[config.mk]
export PLATFORM = sky130hd
export DESIGN_NAME = circular_deque_of_points_top
export DESIGN_NICKNAME = d
export VERILOG_FILES = /design/src/rtl/core/cdq_pkg.sv /design/src/rtl/core/cdq_ram.sv /design/src/rtl/core/cdq_ctrl.sv /design/src/rtl/core/circular_deque_of_points_top.sv
export VERILOG_INCLUDE_DIRS = /design/src /design/src/rtl/core
export SDC_FILE = /design/constraint.sdc
export NUM_CORES = 2
export LEC_CHECK = 0
export BUFFER_PORTS_ARGS = -buffer_cell sky130_fd_sc_hd__buf_4
export CAP_MARGIN = 20
export CORE_MARGIN = 10
export CORE_UTILIZATION = 30
export CTS_CLUSTER_SIZE = 12
export DETAILED_ROUTE_END_ITERATION = 10
export PLACE_DENSITY = 0.49
export SYNTH_ARGS = -nofsm -noshare
export SYNTH_HDL_FRONTEND = slang
export SYNTH_HIERARCHICAL = 1
export SYNTH_SLANG_ARGS = --single-unit
[constraint.sdc]
create_clock -name clk -period 11.8 [get_ports clk]
set_input_delay 2.36 -clock clk [delete_from_list [all_inputs] [get_ports clk]]
set_output_delay 2.36 -clock clk [all_outputs]
set_load 0.005 [all_outputs]
[src/rtl/core/circular_deque_of_points_top_macros.svh]
// Assertion macros for the deque RTL.
`ifndef CIRCULAR_DEQUE_OF_POINTS_TOP_MACROS_SVH
`define CIRCULAR_DEQUE_OF_POINTS_TOP_MACROS_SVH

`ifndef SYNTH

// Same-cycle implication, checked while out of reset.
`define CDQ_ASSERT_IMPLY(label, clk, rst_n, ante, cons) \
    label: assert property (@(posedge clk) disable iff (!rst_n) (ante) |-> (cons)) \
        else $error("deque assertion failed");

// Next-cycle implication, checked while out of reset.
`define CDQ_ASSERT_NEXT(label, clk, rst_n, ante, cons) \
    label: assert property (@(posedge clk) disable iff (!rst_n) (ante) |=> (cons)) \
        else $error("deque assertion failed");

`else

`define CDQ_ASSERT_IMPLY(label, clk, rst_n, ante, cons)
`define CDQ_ASSERT_NEXT(label, clk, rst_n, ante, cons)

`endif

`endif

[src/rtl/core/cdq_pkg.sv]
`timescale 1ns / 1ps

package cdq_pkg;

    localparam int DEPTH  = 64;
    localparam int IDX_W  = $clog2(DEPTH);
    localparam int SUM_W  = IDX_W + 1;
    localparam int CNT_W  = $clog2(DEPTH + 1);
    localparam int POS_W  = 6;
    localparam int FILL_W = 7;
    localparam int CRD_W  = 16;
    localparam int WORD_W = 2 * CRD_W;
    localparam int CMP_W  = (CNT_W > POS_W) ? CNT_W : POS_W;

    localparam logic signed [CRD_W-1:0] NONE_COORD = 16'hFFFF;

    localparam logic [1:0] STAT_DONE  = 2'd0;
    localparam logic [1:0] STAT_FULL  = 2'd1;
    localparam logic [1:0] STAT_EMPTY = 2'd2;

    typedef enum logic [3:0] {
        REQ_PUSH_FRONT = 4'd0,
        REQ_PUSH_BACK  = 4'd1,
        REQ_POP_FRONT  = 4'd2,
        REQ_POP_BACK   = 4'd3,
        REQ_PEEK_FRONT = 4'd4,
        REQ_PEEK_BACK  = 4'd5,
        REQ_PEEK_AT    = 4'd6,
        REQ_CLEAR      = 4'd7,
        REQ_CONTAINS   = 4'd8
    } req_t;

    typedef enum logic [1:0] {
        S_IDLE,
        S_READ,
        S_SCAN,
        S_RESP
    } state_t;

    typedef struct packed {
        logic signed [CRD_W-1:0] x;
        logic signed [CRD_W-1:0] y;
        logic [1:0]              status;
        logic                    found;
        logic [FILL_W-1:0]       fill;
    } res_t;

    function automatic logic [IDX_W-1:0] idx_next(input logic [IDX_W-1:0] i);
        if (i == IDX_W'(DEPTH - 1))
            return '0;
        else
            return i + 1'b1;
    endfunction

    function automatic logic [IDX_W-1:0] idx_prev(input logic [IDX_W-1:0] i);
        if (i == '0)
            return IDX_W'(DEPTH - 1);
        else
            return i - 1'b1;
    endfunction

    function automatic logic [IDX_W-1:0] wrap_add(input logic [IDX_W-1:0] h,
                                                  input logic [IDX_W-1:0] off);
        logic [SUM_W-1:0] s;
        s = {1'b0, h} + {1'b0, off};
        if (s >= SUM_W'(DEPTH))
            s = s - SUM_W'(DEPTH);
        return s[IDX_W-1:0];
    endfunction

endpackage

[src/rtl/core/cdq_ram.sv]
`timescale 1ns / 1ps

// Simple dual-port RAM: one write port, one registered read port.
module cdq_ram #(
    parameter int DEPTH_P  = 64,
    parameter int WIDTH_P  = 32,
    parameter int ADDR_W_P = $clog2(DEPTH_P)
) (
    input  logic                clk,
    input  logic                wr_en,
    input  logic [ADDR_W_P-1:0] wr_addr,
    input  logic [WIDTH_P-1:0]  wr_data,
    input  logic                rd_en,
    input  logic [ADDR_W_P-1:0] rd_addr,
    output logic [WIDTH_P-1:0]  rd_data
);

    logic [WIDTH_P-1:0] mem [DEPTH_P];

    always_ff @(posedge clk)
    begin
        if (wr_en)
        begin
            mem[wr_addr] <= wr_data;
        end
    end

    always_ff @(posedge clk)
    begin
        if (rd_en)
        begin
            rd_data <= mem[rd_addr];
        end
    end

endmodule

[src/rtl/core/cdq_ctrl.sv]
`timescale 1ns / 1ps
`include "circular_deque_of_points_top_macros.svh"

// Request sequencer: pointer and count upkeep, store access and contains scan.
module cdq_ctrl (
    input  logic                              clk,
    input  logic                              rst_n,
    input  logic                              req_valid,
    output logic                              req_stall,
    input  logic [3:0]                        req_type,
    input  logic signed [cdq_pkg::CRD_W-1:0]  point_x,
    input  logic signed [cdq_pkg::CRD_W-1:0]  point_y,
    input  logic [cdq_pkg::POS_W-1:0]         position,
    output logic                              ram_wr_en,
    output logic [cdq_pkg::IDX_W-1:0]         ram_wr_addr,
    output logic [cdq_pkg::WORD_W-1:0]        ram_wr_data,
    output logic                              ram_rd_en,
    output logic [cdq_pkg::IDX_W-1:0]         ram_rd_addr,
    input  logic [cdq_pkg::WORD_W-1:0]        ram_rd_data,
    output logic                              res_valid,
    output cdq_pkg::res_t                     res,
    input  logic                              res_take
);

    cdq_pkg::state_t                 state_reg, state_next;
    logic [cdq_pkg::IDX_W-1:0]       head_reg, head_next;
    logic [cdq_pkg::IDX_W-1:0]       tail_reg, tail_next;
    logic [cdq_pkg::CNT_W-1:0]       count_reg, count_next;
    logic [cdq_pkg::CNT_W-1:0]       iss_reg, iss_next;
    logic [cdq_pkg::WORD_W-1:0]      word_reg, word_next;
    cdq_pkg::res_t                   res_reg, res_next;
    logic                            full;
    logic                            accept;

    assign full   = (count_reg == cdq_pkg::CNT_W'(cdq_pkg::DEPTH));
    assign accept = req_valid && !req_stall;

    always_comb
    begin
        state_next  = state_reg;
        head_next   = head_reg;
        tail_next   = tail_reg;
        count_next  = count_reg;
        iss_next    = iss_reg;
        word_next   = word_reg;
        res_next    = res_reg;
        ram_wr_en   = 1'b0;
        ram_wr_addr = head_reg;
        ram_wr_data = {point_y, point_x};
        ram_rd_en   = 1'b0;
        ram_rd_addr = head_reg;
        req_stall   = (state_reg != cdq_pkg::S_IDLE);
        res_valid   = (state_reg == cdq_pkg::S_RESP);

        unique case (state_reg)
            cdq_pkg::S_IDLE:
            begin
                if (req_valid)
                begin
                    state_next      = cdq_pkg::S_RESP;
                    word_next       = {point_y, point_x};
                    res_next.x      = '0;
                    res_next.y      = '0;
                    res_next.status = cdq_pkg::STAT_DONE;
                    res_next.found  = 1'b0;

                    unique case (req_type) inside
                        cdq_pkg::REQ_PUSH_FRONT, cdq_pkg::REQ_PUSH_BACK:
                        begin
                            if (full)
                            begin
                                res_next.status = cdq_pkg::STAT_FULL;
                            end
                            else
                            begin
                                ram_wr_en = 1'b1;
                                if (count_reg == '0)
                                begin
                                    ram_wr_addr = '0;
                                    head_next   = '0;
                                    tail_next   = '0;
                                end
                                else if (req_type == cdq_pkg::REQ_PUSH_FRONT)
                                begin
                                    ram_wr_addr = cdq_pkg::idx_prev(head_reg);
                                    head_next   = cdq_pkg::idx_prev(head_reg);
                                end
                                else
                                begin
                                    ram_wr_addr = cdq_pkg::idx_next(tail_reg);
                                    tail_next   = cdq_pkg::idx_next(tail_reg);
                                end
                                count_next = count_reg + 1'b1;
                            end
                        end
                        cdq_pkg::REQ_POP_FRONT, cdq_pkg::REQ_PEEK_FRONT:
                        begin
                            if (count_reg == '0)
                            begin
                                res_next.status = cdq_pkg::STAT_EMPTY;
                                res_next.x      = cdq_pkg::NONE_COORD;
                                res_next.y      = cdq_pkg::NONE_COORD;
                            end
                            else
                            begin
                                ram_rd_en   = 1'b1;
                                ram_rd_addr = head_reg;
                                state_next  = cdq_pkg::S_READ;
                                if (req_type == cdq_pkg::REQ_POP_FRONT)
                                begin
                                    count_next = count_reg - 1'b1;
                                    if (count_reg != cdq_pkg::CNT_W'(1))
                                    begin
                                        head_next = cdq_pkg::idx_next(head_reg);
                                    end
                                end
                            end
                        end
                        cdq_pkg::REQ_POP_BACK, cdq_pkg::REQ_PEEK_BACK:
                        begin
                            if (count_reg == '0)
                            begin
                                res_next.status = cdq_pkg::STAT_EMPTY;
                                res_next.x      = cdq_pkg::NONE_COORD;
                                res_next.y      = cdq_pkg::NONE_COORD;
                            end
                            else
                            begin
                                ram_rd_en   = 1'b1;
                                ram_rd_addr = tail_reg;
                                state_next  = cdq_pkg::S_READ;
                                if (req_type == cdq_pkg::REQ_POP_BACK)
                                begin
                                    count_next = count_reg - 1'b1;
                                    if (count_reg != cdq_pkg::CNT_W'(1))
                                    begin
                                        tail_next = cdq_pkg::idx_prev(tail_reg);
                                    end
                                end
                            end
                        end
                        cdq_pkg::REQ_PEEK_AT:
                        begin
                            if (cdq_pkg::CMP_W'(position) >= cdq_pkg::CMP_W'(count_reg))
                            begin
                                res_next.status = cdq_pkg::STAT_EMPTY;
                                res_next.x      = cdq_pkg::NONE_COORD;
                                res_next.y      = cdq_pkg::NONE_COORD;
                            end
                            else
                            begin
                                ram_rd_en   = 1'b1;
                                ram_rd_addr = cdq_pkg::wrap_add(head_reg,
                                                  cdq_pkg::IDX_W'(position));
                                state_next  = cdq_pkg::S_READ;
                            end
                        end
                        cdq_pkg::REQ_CLEAR:
                        begin
                            count_next = '0;
                            head_next  = '0;
                            tail_next  = '0;
                        end
                        cdq_pkg::REQ_CONTAINS:
                        begin
                            if (count_reg != '0)
                            begin
                                ram_rd_en   = 1'b1;
                                ram_rd_addr = head_reg;
                                iss_next    = cdq_pkg::CNT_W'(1);
                                state_next  = cdq_pkg::S_SCAN;
                            end
                        end
                        default:
                        begin
                        end
                    endcase

                    res_next.fill = cdq_pkg::FILL_W'(count_next);
                end
            end
            cdq_pkg::S_READ:
            begin
                res_next.x = ram_rd_data[cdq_pkg::CRD_W-1:0];
                res_next.y = ram_rd_data[cdq_pkg::WORD_W-1:cdq_pkg::CRD_W];
                state_next = cdq_pkg::S_RESP;
            end
            cdq_pkg::S_SCAN:
            begin
                // compare the entry fetched last cycle, fetch the following one
                if (ram_rd_data == word_reg)
                begin
                    res_next.found = 1'b1;
                    state_next     = cdq_pkg::S_RESP;
                end
                else if (iss_reg == count_reg)
                begin
                    state_next = cdq_pkg::S_RESP;
                end
                else
                begin
                    ram_rd_en   = 1'b1;
                    ram_rd_addr = cdq_pkg::wrap_add(head_reg,
                                      iss_reg[cdq_pkg::IDX_W-1:0]);
                    iss_next    = iss_reg + 1'b1;
                end
            end
            cdq_pkg::S_RESP:
            begin
                if (res_take)
                begin
                    state_next = cdq_pkg::S_IDLE;
                end
            end
            default:
            begin
                state_next = cdq_pkg::S_IDLE;
            end
        endcase
    end

    always_ff @(posedge clk or negedge rst_n)
    begin
        if (!rst_n)
        begin
            state_reg <= cdq_pkg::S_IDLE;
            head_reg  <= '0;
            tail_reg  <= '0;
            count_reg <= '0;
            iss_reg   <= '0;
        end
        else
        begin
            state_reg <= state_next;
            head_reg  <= head_next;
            tail_reg  <= tail_next;
            count_reg <= count_next;
            iss_reg   <= iss_next;
        end
    end

    always_ff @(posedge clk)
    begin
        word_reg <= word_next;
        res_reg  <= res_next;
    end

    assign res = res_reg;

    `CDQ_ASSERT_IMPLY(a_count_bound, clk, rst_n, 1'b1,
        count_reg <= cdq_pkg::CNT_W'(cdq_pkg::DEPTH))
    `CDQ_ASSERT_IMPLY(a_single_entry, clk, rst_n, count_reg == cdq_pkg::CNT_W'(1),
        head_reg == tail_reg)
    `CDQ_ASSERT_IMPLY(a_scan_range, clk, rst_n, state_reg == cdq_pkg::S_SCAN,
        iss_reg != '0 && iss_reg <= count_reg)
    `CDQ_ASSERT_NEXT(a_full_push_holds, clk, rst_n,
        accept && full && (req_type == cdq_pkg::REQ_PUSH_FRONT ||
                           req_type == cdq_pkg::REQ_PUSH_BACK),
        $stable(count_reg) && $stable(head_reg) && $stable(tail_reg))
    `CDQ_ASSERT_IMPLY(a_no_rw_clash, clk, rst_n, ram_wr_en, !ram_rd_en)

endmodule

[src/rtl/core/circular_deque_of_points_top.sv]
`timescale 1ns / 1ps
// Path, accept to result word: push, clear and unknown requests go straight to the
// result state, pop and peek that find an entry pass a read state first, and contains
// scans entries (at most the count) until a match or the last one. One request word is
// in flight at a time; the next word is taken once the result has left the sequencer.
// Reset (rst_n, async, active low) clears head, tail, count and all handshake state;
// the point store keeps no reset and no clearing pass is run.

module circular_deque_of_points_top (
    input  logic                              clk,
    input  logic                              rst_n,
    // request channel
    input  logic                              req_valid,
    output logic                              req_stall,
    input  logic [3:0]                        req_type,
    input  logic signed [cdq_pkg::CRD_W-1:0]  point_x,
    input  logic signed [cdq_pkg::CRD_W-1:0]  point_y,
    input  logic [cdq_pkg::POS_W-1:0]         position,
    // response channel
    output logic                              rsp_valid,
    input  logic                              rsp_stall,
    output logic signed [cdq_pkg::CRD_W-1:0]  out_x,
    output logic signed [cdq_pkg::CRD_W-1:0]  out_y,
    output logic [1:0]                        status,
    output logic                              found,
    output logic [cdq_pkg::FILL_W-1:0]        fill_count
);

    logic                          ram_wr_en;
    logic [cdq_pkg::IDX_W-1:0]     ram_wr_addr;
    logic [cdq_pkg::WORD_W-1:0]    ram_wr_data;
    logic                          ram_rd_en;
    logic [cdq_pkg::IDX_W-1:0]     ram_rd_addr;
    logic [cdq_pkg::WORD_W-1:0]    ram_rd_data;

    logic                          res_valid;
    cdq_pkg::res_t                 res;
    logic                          res_take;

    logic                          rsp_valid_reg, rsp_valid_next;
    cdq_pkg::res_t                 rsp_reg;

    // Point store: one word per entry, x in the low half, y in the high half.
    // A push writes; pops, peeks and contains read; never both in one cycle, so
    // no read-during-write forwarding is needed.
    cdq_ram #(
        .DEPTH_P (cdq_pkg::DEPTH),
        .WIDTH_P (cdq_pkg::WORD_W)
    ) u_ram (
        .clk     (clk),
        .wr_en   (ram_wr_en),
        .wr_addr (ram_wr_addr),
        .wr_data (ram_wr_data),
        .rd_en   (ram_rd_en),
        .rd_addr (ram_rd_addr),
        .rd_data (ram_rd_data)
    );

    // Sequencer: decodes the request, keeps head/tail/count and runs the scan.
    cdq_ctrl u_ctrl (
        .clk         (clk),
        .rst_n       (rst_n),
        .req_valid   (req_valid),
        .req_stall   (req_stall),
        .req_type    (req_type),
        .point_x     (point_x),
        .point_y     (point_y),
        .position    (position),
        .ram_wr_en   (ram_wr_en),
        .ram_wr_addr (ram_wr_addr),
        .ram_wr_data (ram_wr_data),
        .ram_rd_en   (ram_rd_en),
        .ram_rd_addr (ram_rd_addr),
        .ram_rd_data (ram_rd_data),
        .res_valid   (res_valid),
        .res         (res),
        .res_take    (res_take)
    );

    // Output register: take a finished result whenever the slot is empty or
    // being drained this cycle, so the sequencer is freed for the next word
    // while the consumer holds the previous one.
    assign res_take = res_valid && (!rsp_valid_reg || !rsp_stall);

    always_comb
    begin
        rsp_valid_next = rsp_valid_reg;
        if (res_take)
        begin
            rsp_valid_next = 1'b1;
        end
        else if (!rsp_stall)
        begin
            // drop the word once the consumer has taken it
            rsp_valid_next = 1'b0;
        end
    end

    always_ff @(posedge clk or negedge rst_n)
    begin
        if (!rst_n)
        begin
            rsp_valid_reg <= 1'b0;
        end
        else
        begin
            rsp_valid_reg <= rsp_valid_next;
        end
    end

    // Payload holds while stalled: it only loads on a hand-off.
    always_ff @(posedge clk)
    begin
        if (res_take)
        begin
            rsp_reg <= res;
        end
    end

    assign rsp_valid  = rsp_valid_reg;
    assign out_x      = rsp_reg.x;
    assign out_y      = rsp_reg.y;
    assign status     = rsp_reg.status;
    assign found      = rsp_reg.found;
    assign fill_count = rsp_reg.fill;

endmodule
==> results.yml <==
status:
  status: "completed"
finish:
  largest_reg_flops: 2048
  drive_above_1_share: 0.226
  finalNetCount: 4467
  area_delta_synth_final_pct: 13.8
  final_util: 0.344
  fill_cells: 26900
  fin_cells: 8432
sta:
  slew_viol_final: 0
  min_period_over_period: 0.560
  slew-limit-headroom: 0.239
  clock_skew_ns: 0.0399
  rsz0062_at_grt: "no"
  fin_crit_ns: 6.60
  setup_viol: 0
  tightest_slew_ns: 1.14
  fmax_mhz: 151
  final-hold-violation-count: 0
  fin_setup_tns_ns: 0
job:
  maxCapViolations: 0
worst_setup_path:
  crit_chain: "buf_4 > ha_1 > a21o_1 > a21oi_1 > o22a_1 > and2_1 > a22oi_1 > o22ai_1 > a21o_4 > buf_4 > buf_4 > mux4_2 > a211oi_1 > a311o_1 > a21oi_1"
  required_ns: 12.39
  rr_worst_depth: 13
  crit_type: "in -> reg"
  critical-path-top-delay-family: "compound AO/OA/AOI/OAI gates"
  r2r_start: "u_ram/rd_data[11]"
  cp_num_buf_inv: 3
  cp-start-kind: "input port"
  r2r_slack_ns: 5.64
  critPathCaptureType: "flip-flop"
  worstPathArrival_ns: 7.20
  endpoint: "u_ram/rd_data[10]"
  crit_fanout: 35
  worst-path-stages: 15
  path_common_cell: "buf_4"
  slowest_delay_ns: 0.69
  r2r_end: "u_ram/rd_data[10]"
  worst_path_max_delay_cell: "buf_4"
  crit_start: "position[4]"
placed_design:
  io_buffers: 89
  place_hpwl_um: 137000
  gp_congestion: 0.766
  place_inst: 8035
routing:
  drtPass1Iterations: 6
  vias: 43300
  drcViolationCount: 0
  wl_per_cell_um: 28.7
  ant_nets: 0
  totalWireLength_um: 242000
  drt_iter0_drc: 4275
  via_per_inst: 5.13
power_and_ir_drop:
  finalPower_w: 0.0261
  powerDensity_nw_per_um2: 263
  peakVddDrop_uv: 322
  p_leak_nw: 30.4
synthesis:
  synthSimpleGateAreaFrac: 0.0231
  synth_adder_area_share: 0.00447
  syn_nets: 4292
  ys_warn_count: 6
  synth_compound_area_frac: 0.0448
  syn_inst: 4216
  ys.flop_type: "edfxtp_1"
  muxShareOfSynthArea: 0.138
  yosysSeqAreaShare: 0.764
  synthArstFlopShare: 0.0130
  synth_top_family_by_area: "multiplexers"
  yosysUniqueCellTypes: 81
  synth-seq-cells: 2225
  syn_area_per_cell_um2: 20.7
  synth-edff-count: 2196
  synth-xor-area-share: 0.00532
  synth_area_um2: 87300
global_routing:
  grt_pass1_wl_um: 343000
  grt_use_met1: 0.209
  met3_usage: 0.0242
  grt_pass1_vias: 43600
  busiest_layer: "met2"
  track_usage: 0.149
  antenna_found_initial: 11
  grt_max_degree: 99
  grt_overflow: 0
  grtUsageMet2: 0.246
floorplanning:
  core_area_um2: 289000
  dieArea_um2: 313000
  die_h_um: 559
  rows: 197
  initial_core_util: 0.302
  die_w_um: 559
  io_pins: 90
clocking:
  post_cts_buffers: 0
  clk_path_buf_depth: 4
  cts_made_buffers: 232
  cts.reportedPaths.clkPinSlew_ns: 0.06
  clock_latency_ns: 0.88
  cts_root_buf: "clkbuf_16"
  cts_tree: "yes"
  hold_buffers: 0
  clock_sinks: 2225
  htreeDepth: 4
  cts-resized-gates: 0
hold_path:
  hp-class: "reg -> reg"
[stage by stage]
step,area [um2],hold WS [ns],setup WS [ns]
floorplan,87300,0.400,4.26
CTS,99300,0.420,5.25
global route,99300,0.426,4.87
global placement,92700,0.402,4.35
detailed placement,92700,0.405,4.33
finish,99300,0.419,5.20
[worst min-delay path by stage]
stage                   start  depth (start not counted)       endpoint
2_1_floorplan   u_ctrl/res[0]                          0  fill_count[0]
3_3_place_gp    u_ctrl/res[2]                          0  fill_count[2]
3_5_place_dp   u_ctrl/res[28]                          0       out_x[2]
4_1_cts         u_ctrl/res[8]                          0      status[0]
5_1_grt         u_ctrl/res[8]                          0      status[0]
6_report        u_ctrl/res[8]                          0      status[0]
[metal layers]
metal  routed length [um]  up-vias
li1                     -    17900
met1               105000    23600
met4                 4620        4
met2               117000     1435
met5                   28        -
met3                15100      308
[where the power goes]
group	switching, W	leakage [nW]	total, W	internal [W]
Clock	0.00293	3.20	0.00659	0.00366
Combinational	0.00595	7.10	0.0101	0.00415
Sequential	0.000349	20.2	0.00945	0.00910
Total	0.00923	30.4	0.0261	0.0169
[cell families (layout without fill, tap and decap cells)]
group / after synthesis / after routing
AND/OR/NAND/NOR: 407 / 407
multiplexers: 642 / 642
flip-flops: 2225 / 2225
XOR/XNOR: 53 / 53
adder cells (fa/ha/maj): 30 / 30
other: 0 / 7
buffers and inverters: 304 / 633
AO/OA/AOI/OAI: 555 / 555
[layout by cell type, fill, tap and decap left out, drive strengths merged, types with 19 or more instances in the layout]
cell type and instances:
nand2 73, nor2b 21, mux2i 190, nand3 63
ha 28, mux4 446, dfrtp 29, a21o 47
o221ai 19, edfxtp 2196, a22oi 131, o22ai 51
clkbuf 312, buf 211, nand2b 20, o21ai 69
a211oi 25, nor2 129, a31oi 32, a21oi 71
xnor2 42, inv 38, clkinv 68
[Yosys cell counts (all sizes together), types with 19 or more instances]
cell type	count	area [um2]
nor2	129	489
clkbuf	94	354
nand2	73	274
nand2b	20	125
dfrtp	29	726
o21ai	69	345
o221ai	19	166
mux4	446	10000
mux2i	190	1900
nand3	63	320
inv	33	124
edfxtp	2196	65900
o22ai	51	319
a22oi	131	983
xnor2	42	368
a21oi	71	359
buf	177	1330
ha	28	350
a31oi	32	200
a21o	47	353
a211oi	25	188
nor2b	21	131
[cell type report]
type,instances,area (um2),share of cell area
clock buffers,311,6160,0.0621
multi-input cells,1687,19400,0.195
diodes,7,17.5,0.000176
well taps,3880,4850,0.0489
inverters,33,124,0.00125
clock inverters,77,432,0.00435
flip-flops and latches,2225,66700,0.671
repair buffers,212,1710,0.0172
No activity file was read; power rests on OpenSTA's default activity.
